--- config.mk ---
export PLATFORM = sky130hd
export DESIGN_NAME = vlmf_ctrl
export DESIGN_NICKNAME = d
export VERILOG_FILES = /design/src/vlmf_pkg.sv /design/src/vlmf_ctrl.sv
export SDC_FILE = /design/constraint.sdc
export NUM_CORES = 1
export LEC_CHECK = 0
export BUFFER_PORTS_ARGS = -buffer_cell sky130_fd_sc_hd__buf_2
export CAP_MARGIN = 20
export CORE_ASPECT_RATIO = 1.2
export CORE_UTILIZATION = 42
export CTS_CLUSTER_DIAMETER = 50
export CTS_CLUSTER_SIZE = 25
export DETAILED_ROUTE_END_ITERATION = 10
export SETUP_SLACK_MARGIN = 0.5
export SYNTH_ARGS = -nofsm -noshare
export SYNTH_HDL_FRONTEND = slang
export SYNTH_SLANG_ARGS = --single-unit
--- constraint.sdc ---
create_clock -name clk -period 11.6 [get_ports clk]
set_clock_uncertainty 0.05 [all_clocks]
set_input_delay 1.74 -clock clk [delete_from_list [all_inputs] [get_ports clk]]
set_output_delay 1.74 -clock clk [all_outputs]
set_load 0.05 [all_outputs]
--- src/vlmf_pkg.sv ---
// ---------------------------------------------------------------------------
// Message FIFO package
// Sizes, operation and status codes, and the structs shared by the modules.
// ---------------------------------------------------------------------------
package vlmf_pkg;

  localparam int CAPACITY   = 4096;
  localparam int ADDR_W     = $clog2(CAPACITY);
  localparam int POS_W      = ADDR_W + 1;
  localparam int LEN_W      = 12;
  localparam int CMD_W      = 32;
  localparam int BYTE_W     = 8;
  localparam int HDR_BYTES  = 8;
  localparam int SUM_W      = ((POS_W > LEN_W) ? POS_W : LEN_W) + 2;
  localparam int OP_W       = 3;
  localparam int ST_W       = 3;
  localparam int IN_DATA_W  = CMD_W + LEN_W + LEN_W + BYTE_W;
  localparam int OUT_FLD_W  = CMD_W + LEN_W + BYTE_W;
  localparam int OUT_DATA_W = ((OUT_FLD_W + 7) / 8) * 8;
  localparam int PAD_W      = OUT_DATA_W - OUT_FLD_W;

  typedef enum logic [OP_W-1:0] {
    OP_PUT_HDR,
    OP_PUT_BYTE,
    OP_GET_HDR,
    OP_GET_BYTE,
    OP_END,
    OP_RESET
  } op_t;

  typedef enum logic [ST_W-1:0] {
    ST_OK,
    ST_FULL,
    ST_EMPTY,
    ST_TOO_LONG,
    ST_ENDED,
    ST_SEQ
  } status_t;

  typedef struct packed {
    status_t            status;
    logic [CMD_W-1:0]   cmd;
    logic [LEN_W-1:0]   length;
    logic               from_ram;
    logic               last;
  } res_t;

  typedef struct packed {
    logic               wr_en;
    logic [ADDR_W-1:0]  wr_addr;
    logic [BYTE_W-1:0]  wr_data;
    logic               rd_en;
    logic [ADDR_W-1:0]  rd_addr;
  } ram_req_t;

endpackage

--- src/vlmf_ctrl.sv ---
// ---------------------------------------------------------------------------
// Message FIFO controller
// Ring counters, header sequencing over the byte store, and the result stage.
// ---------------------------------------------------------------------------
module vlmf_ctrl (
  input  logic                      clk,
  input  logic                      rst,
  input  logic                      s_tvalid,
  output logic                      s_tready,
  input  vlmf_pkg::op_t             op,
  input  logic [vlmf_pkg::CMD_W-1:0]  cmd_code,
  input  logic [vlmf_pkg::LEN_W-1:0]  message_length,
  input  logic [vlmf_pkg::LEN_W-1:0]  max_length,
  input  logic [vlmf_pkg::BYTE_W-1:0] data_byte,
  output logic                      p_valid,
  output vlmf_pkg::res_t            p_res,
  input  logic                      p_ready,
  output vlmf_pkg::ram_req_t        ram_req,
  input  logic [vlmf_pkg::BYTE_W-1:0] rd_data
);

  import vlmf_pkg::*;

  localparam int STEP_W = $clog2(HDR_BYTES + 1);
  localparam int HDR_W  = HDR_BYTES * BYTE_W;

  typedef enum logic [2:0] {
    S_IDLE,
    S_PUT,
    S_GET,
    S_EVAL,
    S_EMIT
  } state_t;

  state_t               state;
  logic [STEP_W-1:0]    step;
  logic [HDR_W-1:0]     hdr;
  logic [LEN_W-1:0]     max_len;
  logic [POS_W-1:0]     write_total;
  logic [POS_W-1:0]     read_total;
  logic [POS_W-1:0]     write_cursor;
  logic [POS_W-1:0]     read_cursor;
  logic [LEN_W-1:0]     write_remaining;
  logic [LEN_W-1:0]     read_remaining;
  logic                 write_open;
  logic                 read_open;
  logic                 ended_flag;
  res_t                 emit_res;

  logic                 accept;
  logic [POS_W-1:0]     fill;
  logic [SUM_W-1:0]     msg_need;
  logic                 room_bad;
  logic [CMD_W-1:0]     hl;
  logic                 too_long;
  logic [POS_W-1:0]     hdr_wr_pos;
  logic [POS_W-1:0]     hdr_rd_pos;
  logic [POS_W-1:0]     write_next;
  logic [POS_W-1:0]     read_next;
  logic [POS_W-1:0]     read_body;
  res_t                 imm_res;
  logic                 imm_emit;
  logic                 p_load;

  always_comb begin
    s_tready   = (state == S_IDLE) && (!p_valid || p_ready);
    accept     = s_tvalid && s_tready;
    fill       = write_total - read_total;
    msg_need   = SUM_W'(message_length) + SUM_W'(HDR_BYTES);
    room_bad   = (msg_need > SUM_W'(CAPACITY)) ||
                 ((SUM_W'(fill) + msg_need) > SUM_W'(CAPACITY));
    hl         = hdr[HDR_W-1:CMD_W];
    too_long   = hl > CMD_W'(max_len);
    hdr_wr_pos = write_total + POS_W'(step);
    hdr_rd_pos = read_total + POS_W'(step);
    write_next = write_cursor + POS_W'(1);
    read_next  = read_cursor + POS_W'(1);
    read_body  = read_total + POS_W'(HDR_BYTES);
  end

  always_comb begin
    imm_res  = '{status: ST_SEQ, cmd: '0, length: '0, from_ram: 1'b0, last: 1'b0};
    imm_emit = 1'b1;
    case (op)
      OP_PUT_HDR: begin
        if (write_open) begin
          imm_res.status = ST_SEQ;
        end else if (room_bad) begin
          imm_res.status = ST_FULL;
        end else begin
          imm_emit = 1'b0;
        end
      end
      OP_PUT_BYTE: begin
        if (write_open) begin
          imm_res.status = ST_OK;
        end
      end
      OP_GET_HDR: begin
        if (read_open) begin
          imm_res.status = ST_SEQ;
        end else if (fill == '0) begin
          imm_res.status = ended_flag ? ST_ENDED : ST_EMPTY;
        end else begin
          imm_emit = 1'b0;
        end
      end
      OP_GET_BYTE: begin
        if (read_open) begin
          imm_res.status   = ST_OK;
          imm_res.from_ram = 1'b1;
          imm_res.last     = (read_remaining == LEN_W'(1));
        end
      end
      OP_END:   imm_res.status = ST_OK;
      OP_RESET: imm_res.status = ST_OK;
      default:  imm_res.status = ST_SEQ;
    endcase
  end

  assign p_load = (accept && imm_emit) || ((state == S_EMIT) && (!p_valid || p_ready));

  always_comb begin
    ram_req = '0;
    if (state == S_PUT) begin
      ram_req.wr_en   = 1'b1;
      ram_req.wr_addr = hdr_wr_pos[ADDR_W-1:0];
      ram_req.wr_data = hdr[BYTE_W-1:0];
    end else if (accept && (op == OP_PUT_BYTE) && write_open) begin
      ram_req.wr_en   = 1'b1;
      ram_req.wr_addr = write_cursor[ADDR_W-1:0];
      ram_req.wr_data = data_byte;
    end
    if ((state == S_GET) && (step < STEP_W'(HDR_BYTES))) begin
      ram_req.rd_en   = 1'b1;
      ram_req.rd_addr = hdr_rd_pos[ADDR_W-1:0];
    end else if (accept && (op == OP_GET_BYTE) && read_open) begin
      ram_req.rd_en   = 1'b1;
      ram_req.rd_addr = read_cursor[ADDR_W-1:0];
    end
  end

  always_ff @(posedge clk) begin
    if (rst) begin
      state           <= S_IDLE;
      step            <= '0;
      write_total     <= '0;
      read_total      <= '0;
      write_cursor    <= '0;
      read_cursor     <= '0;
      write_remaining <= '0;
      read_remaining  <= '0;
      write_open      <= 1'b0;
      read_open       <= 1'b0;
      ended_flag      <= 1'b0;
      p_valid         <= 1'b0;
    end else begin
      if (p_load) begin
        p_valid <= 1'b1;
      end else if (p_ready) begin
        p_valid <= 1'b0;
      end
      case (state)
        S_IDLE: begin
          if (accept) begin
            if (imm_emit) begin
              p_res <= imm_res;
            end
            case (op)
              OP_PUT_HDR: begin
                if (!imm_emit) begin
                  hdr             <= {CMD_W'(message_length), cmd_code};
                  write_cursor    <= write_total + POS_W'(HDR_BYTES);
                  write_remaining <= message_length;
                  write_open      <= (message_length != '0);
                  step            <= '0;
                  state           <= S_PUT;
                end
              end
              OP_PUT_BYTE: begin
                if (write_open) begin
                  write_cursor    <= write_next;
                  write_remaining <= write_remaining - LEN_W'(1);
                  if (write_remaining == LEN_W'(1)) begin
                    write_total <= write_next;
                    write_open  <= 1'b0;
                  end
                end
              end
              OP_GET_HDR: begin
                if (!imm_emit) begin
                  max_len <= max_length;
                  step    <= '0;
                  state   <= S_GET;
                end
              end
              OP_GET_BYTE: begin
                if (read_open) begin
                  read_cursor    <= read_next;
                  read_remaining <= read_remaining - LEN_W'(1);
                  if (read_remaining == LEN_W'(1)) begin
                    read_total <= read_next;
                    read_open  <= 1'b0;
                  end
                end
              end
              OP_END: begin
                ended_flag <= 1'b1;
              end
              OP_RESET: begin
                write_total     <= '0;
                read_total      <= '0;
                write_cursor    <= '0;
                read_cursor     <= '0;
                write_remaining <= '0;
                read_remaining  <= '0;
                write_open      <= 1'b0;
                read_open       <= 1'b0;
              end
              default: begin
              end
            endcase
          end
        end
        S_PUT: begin
          hdr  <= hdr >> BYTE_W;
          step <= step + STEP_W'(1);
          if (step == STEP_W'(HDR_BYTES - 1)) begin
            emit_res <= '{status: ST_OK, cmd: '0, length: '0, from_ram: 1'b0, last: 1'b0};
            if (!write_open) begin
              write_total <= write_cursor;
            end
            state <= S_EMIT;
          end
        end
        S_GET: begin
          if (step != '0) begin
            hdr <= {rd_data, hdr[HDR_W-1:BYTE_W]};
          end
          step <= step + STEP_W'(1);
          if (step == STEP_W'(HDR_BYTES)) begin
            state <= S_EVAL;
          end
        end
        S_EVAL: begin
          emit_res.cmd      <= hdr[CMD_W-1:0];
          emit_res.length   <= hl[LEN_W-1:0];
          emit_res.from_ram <= 1'b0;
          emit_res.last     <= 1'b0;
          if (too_long) begin
            emit_res.status <= ST_TOO_LONG;
          end else begin
            emit_res.status <= ST_OK;
            read_cursor     <= read_body;
            read_remaining  <= hl[LEN_W-1:0];
            if (hl == '0) begin
              read_total <= read_body;
            end else begin
              read_open <= 1'b1;
            end
          end
          state <= S_EMIT;
        end
        S_EMIT: begin
          if (!p_valid || p_ready) begin
            p_res   <= emit_res;
            state   <= S_IDLE;
          end
        end
        default: begin
          state <= S_IDLE;
        end
      endcase
    end
  end

endmodule

### Word level (Yosys, flattened, before mapping)

Cells that the tools add are included.

| word-level totals | value |
|---|---|
| bits in registers | 261 |
| bits of input ports | 79 |
| output and inout port bits | 85 |
| word-level logic and storage cells | 208 |

| operators by class | value |
|---|---|
| add/subtract/negate cells | 12 |
| order comparisons | 4 |
| eq/ne operators | 37 |
| mux-type cells | 86 |
| bitwise gates (word level) | 2 |
| reductions and logical operators | 43 |

Operator list:

| kind | count |
|---|---|
| 64-bit 2-to-1 mux | 4 |
| 13-bit 2-to-1 mux | 17 |
| 49-bit 2-to-1 mux | 4 |
| 49-bit one-hot mux with 2 select lines | 2 |
| 64-bit one-hot mux with 3 select lines | 1 |
| 13-bit one-hot mux with 2 select lines | 6 |
| 12-bit 2-to-1 mux | 5 |
| 12-bit one-hot mux with 2 select lines | 2 |
| 21-bit 2-to-1 mux | 2 |
| 3-bit 2-to-1 mux | 13 |
| 13-bit one-hot mux with 3 select lines | 1 |
| 12-bit one-hot mux with 3 select lines | 1 |
| 32-bit by 12-bit > comparator with 1-bit output | 1 |
| 32-bit zero test | 1 |
| 3-bit one-hot mux with 5 select lines | 2 |
| 13-bit by 1-bit adder with 13-bit output, second input constant | 2 |
| 13-bit by 4-bit adder with 13-bit output, second input constant | 2 |
| 5-bit AND reduction | 5 |
| 12-bit by 4-bit adder with 12-bit output | 2 |
| 12-bit by 1-bit equality test with 1-bit output, second input constant | 2 |
| 12-bit by 1-bit subtractor with 12-bit output, second input constant | 2 |
| 7-bit AND reduction | 3 |
| 2-bit != test, second input constant | 10 |
| 3-bit != test, second input constant | 5 |
| 36 further kinds | 89 |

### Logic depth before layout (Yosys ltp)

Gate-level depths: netlist (run 1).

| logic depth | value |
|---|---|
| word-level depth | 11 |
| mapped depth | 22 |
| depth with buffers taken out | 20 |

### Least setup slack after synthesis (run 1)

OpenSTA, ideal clock, no wires.

| timing path | value |
|---|---|
| path type | in2reg |
| from | input port message_length[0] in the netlist's numbering |
| to | register p_res[0] in the netlist's numbering (enable) |
| setup time | 0.577 ns |
| arrival | 9.127 ns |
| data required time | 10.973 ns |
| slack | 1.846 ns |
| stages on the path | 14 |
| path buffers | 1 |
| path through | ha_1 fa_1 a211o_1 a211o_1 a21boi_1 or2_1 o21ai_1 o221a_2 nor4_1 o32a_1 o21a_1 buf_2 a21oi_1 nor4_1 |

| between the ends | value |
|---|---|
| word-level cells in the longest chain between the ends | 9 |
| elaborated cells between the ends (all ways) | 10 |
| those cells by class | add/sub: 2; order compare: 2; eq/ne: 1; mux: 3; reduce/logical: 2 |

RTL lines:

| what | RTL line | text |
|---|---|---|
| start, declared | vlmf_ctrl.sv:12 | `input logic [vlmf_pkg::LEN_W-1:0] message_length,` |
| 12-bit by 4-bit adder with 13-bit output * | vlmf_ctrl.sv:69 | `msg_need = SUM_W'(message_length) + SUM_W'(HDR_BYTES);` |
| 13-bit by 13-bit adder with 14-bit output | vlmf_ctrl.sv:71 | `((SUM_W'(fill) + msg_need) > SUM_W'(CAPACITY));` |
| 14-bit by 13-bit > comparator with 1-bit output | vlmf_ctrl.sv:71 |  |
| 1-bit logical OR * | vlmf_ctrl.sv:70 | `room_bad = (msg_need > SUM_W'(CAPACITY)) \|\|` |
| 1-bit 2-to-1 mux * | vlmf_ctrl.sv:88 | `end else if (room_bad) begin` |
| 1-bit 2-to-1 mux * | vlmf_ctrl.sv:86 | `if (write_open) begin` |
| 1-bit one-hot mux with 2 select lines * | vlmf_ctrl.sv:84 | `case (op)` |
| 2-bit != test (no line) * | -- |  |
| 5-bit AND reduction (no line) * | -- |  |
| end signal, assigned | vlmf_ctrl.sv:167 | `p_res <= imm_res;` |
| end signal, assigned | vlmf_ctrl.sv:266 | `p_res <= emit_res;` |
| end, declared | vlmf_ctrl.sv:16 | `output vlmf_pkg::res_t p_res,` |

Mark *: on every way between the ends. The rest lies on a longest branch, timed or not.
A chain may end at the register's enable or synchronous reset.

==> run_results.csv, run 1 <==
group,metric,value,unit
timing,worstMarginPinSlew,1.058,ns
global_route,gr-total-overflow,0,
yosys,synth_seq_cells,257,
power,p_leak,0.006770,uW
die,die_w,173.9,um
critical_path,worst-path-max-fanout,21,
yosys,yosysUniqueCellTypes,85,
clock_tree,cts_buffers,24,
yosys,yosys-top-cells-count,"170 x edfxtp_1, 133 x and3_1, 130 x nor2_1, 91 x clkbuf_1",
yosys,synth_top_area_share,34.27,%
drt,routed_wl,42050,um
die,fp.dieH,208.3,um
timing,finalSetupTns,0,ns
die,num_rows,75,
global_route,top_usage_layer,"met2",
min_path,holdCritPathClass,"flop to flop",
critical_path,worstPathRequired,9.81,ns
critical_path,start_kind,"primary input",
critical_path,cpMostUsedCell,"buf_2",
placed_design,dp_slack,5.232,ns
timing,post-route-period-util,53.60,%
final_layout,fill_cells,3308,
final_layout,nets,1753,
timing,clock.fmax,160.8,MHz
yosys,synth_area_leaders,"edfxtp_1 34%, dfxtp_1 12%, and3_1 5.6%",
timing,setup_violations,0,
clock_tree,post_cts_resized,0,
status,status,"completed",
yosys,seq_area_frac_synth,45.96,%
drt,routedWlPerCell,20.06,um
timing,min_period,6.217,ns
drt,vias_per_cell,5.806,
final_layout,drive_above_1_share,20.13,%
global_route,grtUsageMet2,39.21,%
global_route,grt_antenna_before_repair,0,
timing,slew_headroom,29.45,%
clock_tree,cts_tree,"built",
timing,setup_ws,5.383,ns
die,io_pins,164,
global_route,grt_pass1_wl,65080,um
yosys,avgSynthCellArea,9.852,um2
drt,postRouteAntennaNets,0,
final_layout,antenna_cells,0,
global_route,grt_pass1_vias,11530,
critical_path,worst-setup-path-type,"primary input to output pin",
placed_design,gp_congestion,0.8908,
placed_design,hpwl,30240,um
critical_path,timing.critical_path.buf_inv,3,
clock_tree,ctsHoldBuffers,0,
global_route,grtUsageMet3,2.449,%
critical_path,cp-end-kind,"output pin",
timing,maxSlewViolCount,0,
yosys,syn_area,14900,um2
drt,drc,0,
run,cap_viol_max_count,0,
timing,hold_violations,0,
yosys,async_flop_share,0,%
power,vdd_ir_drop_max,0.1809,mV
clock_tree,cts_setup_buffers,0,
critical_path,cp_top_family,"simple AND/OR/NAND/NOR gates",
drt,dr.pass1.iters,5,
critical_path,cp_cell_sequence,"buf_2, nor2b_1, nand2b_1, nor3_2, buf_4, nand2_1, o21ai_0, buf_2",
drt,drtIter0Drc,974,
die,initial_core_util,42.67,%
clock_tree,h-tree-depth,1,
critical_path,crit_slowest_cell,"nor2b_1",
die,fp.dieArea,36230,um2
drt,vias,12170,
placed_design,portBuffers,163,
yosys,synth_area_leader_cell,"edfxtp_1",
yosys,synth_ff_type,"edfxtp_1",
timing,rsz0062_at_grt,"no",
clock_tree,clk_root_buffer_cell,"clkbuf_16",
final_layout,syn2layout_area_growth,13.86,%
clock_tree,clk_path_buf_depth,3,
clock_tree,clkTransAtPathRegs,0.08,ns
clock_tree,clkSinkCount,257,
global_route,grtUsageTotal,22.70,%
power,p_per_area,219.5,nW/um2
global_route,grt_max_degree,87,
clock_tree,clk_latency,0.54,ns
yosys,synth_nets,1648,
critical_path,cpPeakStageDelay,0.72,ns
die,core,34910,um2
global_route,grt_use_met1,29.29,%
yosys,synth_edf_count,170,
yosys,synth.most_common_cell,"edfxtp_1",
yosys,synth_warnings,0,
yosys,synthCells,1512,
critical_path,cp_data_arrival_time,4.43,ns
-- final timing paths --
check,start,depth (start not counted),endpoint,slack [ns]
setup / recovery,op[0],8,ram_req[31],5.38
hold / removal,read_remaining[9],2,read_remaining[9],0.43
setup reg to reg,write_total[0],20,hdr[59],5.62
hold reg to reg,read_remaining[9],2,read_remaining[9],0.43
-- final cells by class --
type / count / area [um2] / share of cell area [%]
multi-input cells: 1097 / 7455 / 43.95
flip-flops and latches: 257 / 6848 / 40.38
repair buffers: 182 / 960.9 / 5.666
clock buffers: 25 / 625.6 / 3.689
well taps: 462 / 578.1 / 3.408
clock inverters: 18 / 286.5 / 1.689
inverters: 55 / 206.4 / 1.217
-- through the flow --
stage          std cells  hold WS, ns  area, um2  power, uW  utilization, %
2_1_floorplan       1512       0.3949      14900       2457               -
3_3_place_gp        2053       0.4036      16050       2819           45.97
3_5_place_dp        2053       0.4128      16050       2841           45.97
4_1_cts             2096       0.4253      16960       3726           48.58
5_1_grt             2096       0.4466      16960       3923           48.58
6_report            2096       0.4292      16960       3722           48.58
-- registers in the layout (all words and copies together) (netlist names) --
| signal | count |
|---|---|
| ended_flag | 1 |
| max_len | 12 |
| emit_res | 45 |
| p_valid | 1 |
| read_cursor | 13 |
| write_open | 1 |
| p_res | 49 |
| read_remaining | 12 |
| read_open | 1 |
| write_remaining | 12 |
| state | 3 |
| hdr | 64 |
| write_total | 13 |
| write_cursor | 13 |
| read_total | 13 |
| step | 4 |
-- per-layer routing --
metal / wire [um] / vias up
li1: - / 5813
met1: 17710 / 5887
met2: 20750 / 389
met3: 2148 / 80
met4: 1438 / 0
met5: 0 / -
-- cell usage in the layout (no fill, tap or decap), types with 12 or more instances in the layout --
cell type and count:
a211oi_1 25, a21oi_1 73, a21oi_2 12, a22oi_1 22, a31oi_1 12, and2_1 15
and3_1 132, buf_2 162, buf_4 20, clkbuf_16 25, dfxtp_1 86, edfxtp_1 170
ha_1 53, inv_1 55, mux2_2 44, mux2i_1 17, nand2_1 86, nand2b_1 14
nand3_1 39, nor2_1 126, nor2b_1 24, nor3_1 32, nor4_1 28, o21a_1 12
o21ai_0 75, or3_1 16, xnor2_1 37, xor2_1 34
-- kinds of logic (layout without fill, tap and decap cells) --
| logic type | Yosys count | count (layout) | synth area share [%] |
|---|---|---|---|
| compound gates | 342 | 342 | 15.88 |
| xor+xnor | 73 | 73 | 4.469 |
| fa+ha+maj | 58 | 58 | 5.057 |
| buf+inv | 158 | 280 | 4.292 |
| flops | 257 | 257 | 45.96 |
| mux | 63 | 63 | 4.645 |
| simple gates | 561 | 561 | 19.70 |
-- worst min-delay path, delay by kind of cell (launching register included) --
family             cells  cell delay, ns
AOI/OAI and AO/OA      2            0.12
DFF                    1            0.31
-- power by group --
group          internal (uW)  switching [uW]  leakage [uW]
combinational            586            1060       0.00405
sequential              1110            84.8       0.00228
clock                    443             442      0.000439
total                   2140            1580       0.00677
Note: power is estimated with default switching activity, not from simulation.
==> inputs of run 2 (changes only) <==
Clock period 11.6 ns to 5.5 ns, I/O delays scaled along.
==> run 2 against run 1 <==
- clock power is 120% higher
- power rose by 120%
- non-clock buffer count increased by 24
- count of clock-buffer cells in the layout grew 4
- sequential power rose by 110%
- die area did not move
- cell count grew 1.5%
- combinational power is 130% higher
- hold slack lost 0.038 ns
- critical path type is now flop to flop
- largest power group unchanged
- highest routed layer unchanged
==> run_results.csv, run 2 (synthesized netlist as in run 1, its figures left out) <==
group,metric,value,unit
drt,dr.pass1.iters,5,
clock_tree,ctsHoldBuffers,0,
placed_design,gp_congestion,0.8979,
die,die_w,173.9,um
timing,post-route-period-util,87.61,%
min_path,whs_path_depth,1,
critical_path,cp_data_arrival_time,5.02,ns
clock_tree,clk_root_buffer_cell,"clkbuf_16",
timing,rsz0062_at_grt,"yes",
clock_tree,clk_latency,0.56,ns
final_layout,final_design_area_no_fill,17510,um2
die,fp.dieArea,36230,um2
final_layout,syn2layout_area_growth,17.52,%
drt,vias_per_cell,5.820,
critical_path,worst-setup-path-type,"flop to flop",
global_route,grt_pass1_wl,66010,um
global_route,grt_pass1_vias,11790,
min_path,holdCritPathClass,"primary input to flop",
final_layout,antenna_cells,0,
final_layout,layout_common_cells,"170 x edfxtp_1, 162 x buf_2, 132 x and3_1, 125 x nor2_1, 86 x nand2_1",
global_route,grtUsageTotal,23.14,%
clock_tree,clkSinkCount,257,
drt,routed_wl,42900,um
placed_design,placed_cell_area,16240,um2
power,p_per_area,473.4,nW/um2
critical_path,cp-end-kind,"flop",
clock_tree,clkTransAtPathRegs,0.08,ns
critical_path,worstSetupStartpoint,"write_total[0]",
final_layout,postLayoutCoreUtil,50.15,%
critical_path,reg2reg_depth,20,
global_route,gr-total-overflow,0,
critical_path,reg2reg_setup_slack,0.68,ns
die,fp.dieH,208.3,um
clock_tree,clk_path_buf_depth,3,
die,io_pins,164,
status,status,"completed",
timing,clock.fmax,207.5,MHz
timing,min_period,4.819,ns
final_layout,final_common_cell,"edfxtp_1",
die,core,34910,um2
timing,worstMarginPinSlew,0.9529,ns
critical_path,start_kind,"flop",
global_route,grt_max_degree,69,
drt,vias,12380,
drt,drc,0,
critical_path,reg2reg_from,"write_total[0]",
final_layout,largest_reg_flops,64,
timing,setup_violations,0,
drt,routedWlPerCell,20.17,um
run,cap_viol_max_count,0,
global_route,grt_antenna_before_repair,0,
critical_path,worst-path-max-fanout,32,
clock_tree,h-tree-depth,1,
timing,hold_violations,0,
power,vdd_ir_drop_max,0.3323,mV
final_layout,nets,1780,
final_layout,top_regs,"hdr (64), p_res (49), emit_res (45)",
clock_tree,cts_buffers,27,
placed_design,portBuffers,163,
timing,whs,0.3911,ns
placed_design,hpwl,30340,um
drt,postRouteAntennaNets,0,
die,initial_core_util,42.67,%
final_layout,drive_above_1_share,23.84,%
final_layout,fill_cells,3280,
timing,slew_headroom,36.24,%
critical_path,rr_endpoint,"hdr[25]",
drt,drtIter0Drc,940,
die,num_rows,75,
final_layout,top_register,"hdr",
critical_path,critPathCapture,"hdr[25]",
power,p_leak,0.006986,uW
clock_tree,cts_tree,"built",
critical_path,worstPathRequired,5.70,ns
timing,maxSlewViolCount,0,
-- run 2: worst min path at each step --
stage                                   end  slack (ns)               from
after global routing             max_len[3]        0.37      max_length[3]
after floorplan           read_remaining[9]        0.39  read_remaining[9]
final                            max_len[6]        0.39      max_length[6]
after detailed placement  read_remaining[9]        0.42  read_remaining[9]
after global placement    read_remaining[9]        0.41  read_remaining[9]
after CTS                        max_len[4]        0.37      max_length[4]
-- run 2: layout make-up --
cell class / instances / area (um2) / share of cell area [%]
Multi-Input combinational cell: 1097 / 7640 / 43.64
Sequential cell: 257 / 6860 / 39.19
Timing Repair Buffer: 206 / 1246 / 7.119
Clock buffer: 29 / 683.2 / 3.903
Tap cell: 462 / 578.1 / 3.302
Clock inverter: 21 / 291.5 / 1.665
Inverter: 55 / 206.4 / 1.179
-- run 2: worst max-delay path, stage by stage, from the launching register on --
cell and delay (ns):
dfxtp_4 0.39, inv_2 0.05, ha_4 0.16, fa_2 0.35, nand2b_4 0.16, a21boi_2 0.16, o21a_1 0.14, nor2_1 0.05
ha_1 0.31, o21a_1 0.15, a211o_1 0.34, a21boi_2 0.20, or2_4 0.17, o21a_1 0.11, o2111ai_1 0.13, mux2_4 0.28
o32a_1 0.40, o21a_4 0.27, o21ai_0 0.15, and3_4 0.24, buf_12 0.22
-- run 2: power breakdown --
group	switching, uW	leakage (uW)	internal [uW]
combinational	2310	0.00423	1470
sequential	179	0.00228	2340
clock	951	0.000471	1040
-- run 2: repair_timing --
action	4_1_cts	5_1_grt
resized for setup	5	35
cloned	1	2
setup endpoints to repair	115	151
setup buffers	2	7
endpoints found under the hold margin	0	0
pin swaps	1	14
-- run 2: through the flow --
step	TNS, ns	std cells	total power, uW	setup slack (ns)
2_1_floorplan	-14.19	1512	5220	-0.2895
3_3_place_gp	0	2064	5994	0.3663
3_5_place_dp	0	2064	6006	0.3106
4_1_cts	0	2117	8054	0.5197
5_1_grt	0	2127	8735	0.4559
6_report	0	2127	8287	0.6813
-- run 2: metal layers --
layer	wire length, um	track usage, %	up-vias
met1	17910	29.03	6002
met2	21260	40.37	415
li1	-	-	5876
met5	0	0	-
met3	2179	2.723	87
met4	1551	9.226	0
==> inputs of run 3 (changes only) <==
Settings changed: BUFFER_PORTS_ARGS -buffer_cell sky130_fd_sc_hd__buf_2 to -buffer_cell sky130_fd_sc_hd__buf_4.
==> run 3 against run 2 <==
- design area increased by 3.2%
- count of clock-buffer cells in the layout decreased by 4
- maximum frequency decreased by 0.47%
- combinational power increased by 8.0%
- cell count increased by 0.75%
==> run_results.csv, run 3 (synthesized netlist as in run 1, its figures left out) <==
group,metric,value,unit
status,status,"completed",
global_route,grtUsageTotal,23.95,%
critical_path,cp_data_arrival_time,5.07,ns
timing,setup_violations,0,
timing,slew_headroom,36.74,%
global_route,grt_pass1_wl,68180,um
drt,vias_per_cell,5.803,
global_route,grtUsageMet3,2.449,%
timing,clock.fmax,206.6,MHz
drt,postRouteAntennaNets,0,
critical_path,worst-setup-path-type,"flop to flop",
final_layout,drive_above_1_share,24.51,%
run,cap_viol_max_count,0,
placed_design,hpwl,30780,um
timing,maxSlewViolCount,0,
placed_design,gp_congestion,0.9118,
placed_design,portBuffers,163,
timing,rsz0062_at_grt,"no",
timing,post-route-period-util,88.02,%
clock_tree,clkSinkCount,257,
critical_path,worst-path-max-fanout,12,
global_route,grt_antenna_before_repair,1,
placed_design,placed_cell_area,16660,um2
global_route,grt_max_degree,66,
global_route,top_usage_layer,"met2",
final_layout,top_regs,"hdr (64), p_res (49), emit_res (45)",
clock_tree,clk_path_buf_depth,3,
global_route,grt_pass1_vias,11860,
die,fp.dieH,208.3,um
global_route,gr-total-overflow,0,
drt,vias,12440,
power,total_power,8498,uW
clock_tree,clk_latency,0.57,ns
final_layout,layout_common_cells,"213 x buf_4, 170 x edfxtp_1, 132 x and3_1, 126 x nor2_1, 85 x nand2_1",
timing,min_period,4.841,ns
critical_path,start_kind,"flop",
clock_tree,ctsHoldBuffers,0,
final_layout,largest_reg_flops,64,
drt,routed_wl,44430,um
timing,worstMarginPinSlew,0.9454,ns
final_layout,final_common_cell,"buf_4",
clock_tree,clkTransAtPathRegs,0.09,ns
final_layout,final_design_area_no_fill,18070,um2
power,vdd_ir_drop_max,0.3093,mV
final_layout,postLayoutCoreUtil,51.76,%
die,io_pins,164,
die,fp.dieArea,36230,um2
global_route,grtUsageMet2,41.72,%
critical_path,crit_slowest_cell,"or4_4",
drt,dr.pass1.iters,5,
critical_path,cp-end-kind,"flop",
clock_tree,cts_buffers,25,
die,initial_core_util,42.67,%
final_layout,syn2layout_area_growth,21.29,%
final_layout,antenna_cells,0,
clock_tree,clk_root_buffer_cell,"clkbuf_16",
drt,drtIter0Drc,1005,
timing,finalSetupTns,0,ns
min_path,holdCritPathClass,"primary input to flop",
die,die_w,173.9,um
timing,hold_violations,0,
power,p_leak,0.007177,uW
die,core,34910,um2
clock_tree,h-tree-depth,1,
power,p_per_area,470.3,nW/um2
final_layout,nets,1798,
die,num_rows,75,
drt,routedWlPerCell,20.73,um
critical_path,worstPathRequired,5.73,ns
critical_path,cpPeakStageDelay,0.49,ns
critical_path,cpMostUsedCell,"buf_4",
timing,setup_ws,0.6587,ns
drt,drc,0,
global_route,grt_use_met1,30.68,%
final_layout,top_register,"hdr",
placed_design,dp_slack,0.3104,ns
clock_tree,cts_tree,"built",
run 3: cell count changes in the layout (fill, tap and decap cells not counted), moves of 3 or more:
| cell | previous run | this run |
|---|---|---|
| buf_4 | 35 | 213 |
| buf_2 | 162 | 0 |
| buf_12 | 5 | 2 |
| buf_16 | 0 | 3 |
| inv_16 | 1 | 4 |
run 3: area by class of cell:
| cell class | count | area, um2 |
|---|---|---|
| fill | 3185 | 16840 |
| multi-input combinational | 1097 | 7634 |
| sequential | 257 | 6859 |
| timing repair buffer | 226 | 1871 |
| clock buffer | 25 | 625.6 |
| tap | 462 | 578.1 |
| clock inverter | 21 | 294.0 |
| inverter | 55 | 206.4 |
run 3: power breakdown:
| group | leakage, uW | total [uW] | internal, uW | switching (uW) |
|---|---|---|---|---|
| combinational | 0.00445 | 4070 | 1670 | 2400 |
| sequential | 0.00228 | 2510 | 2340 | 168 |
| clock | 0.000447 | 1920 | 945 | 971 |
| total | 0.00718 | 8500 | 4960 | 3540 |
run 3: metrics by stage:
stage / hold WS, ns / cells
global route: 0.3550 / 2143
CTS: 0.3593 / 2132
global placement: 0.4059 / 2066
detailed placement: 0.4204 / 2066
floorplan: 0.3949 / 1512
finish: 0.3735 / 2143
run 3: worst max-delay path: cells and delay by family (launching register included):
kind                     cells  cell delay (ns)
AO/OA/AOI/OAI                4             0.69
XOR/XNOR                     1             0.22
adder cells (fa/ha/maj)      1             0.26
buffers and inverters       17             1.74
flip-flops                   1             0.37
AND/OR/NAND/NOR              6             1.20
run 3: timing repair:
action,4_1_cts,5_1_grt
endpoints found under the hold margin,0,0
setup buffers,17,6
cloned,3,5
endpoints found under the setup margin,113,138
pin swaps,6,7
resized for setup,11,30
run 3: path summary, 6_finish.rpt:
check / depth (start not counted) / slack, ns / end / startpoint
hold / removal: 1 / 0.37 / max_len[5] / max_length[5]
setup reg to reg: 29 / 0.66 / p_res[18] / read_total[1]
hold reg to reg: 2 / 0.44 / read_remaining[11] / read_remaining[11]
setup / recovery: 29 / 0.66 / p_res[18] / read_total[1]
run 3: metal layers:
layer,share of wire [%],wire length [um],vias up
li1,-,-,5909
met1,42,18640,6014
met2,50,22160,427
met3,5.1,2258,85
met4,3.1,1370,0
met5,0,0,-
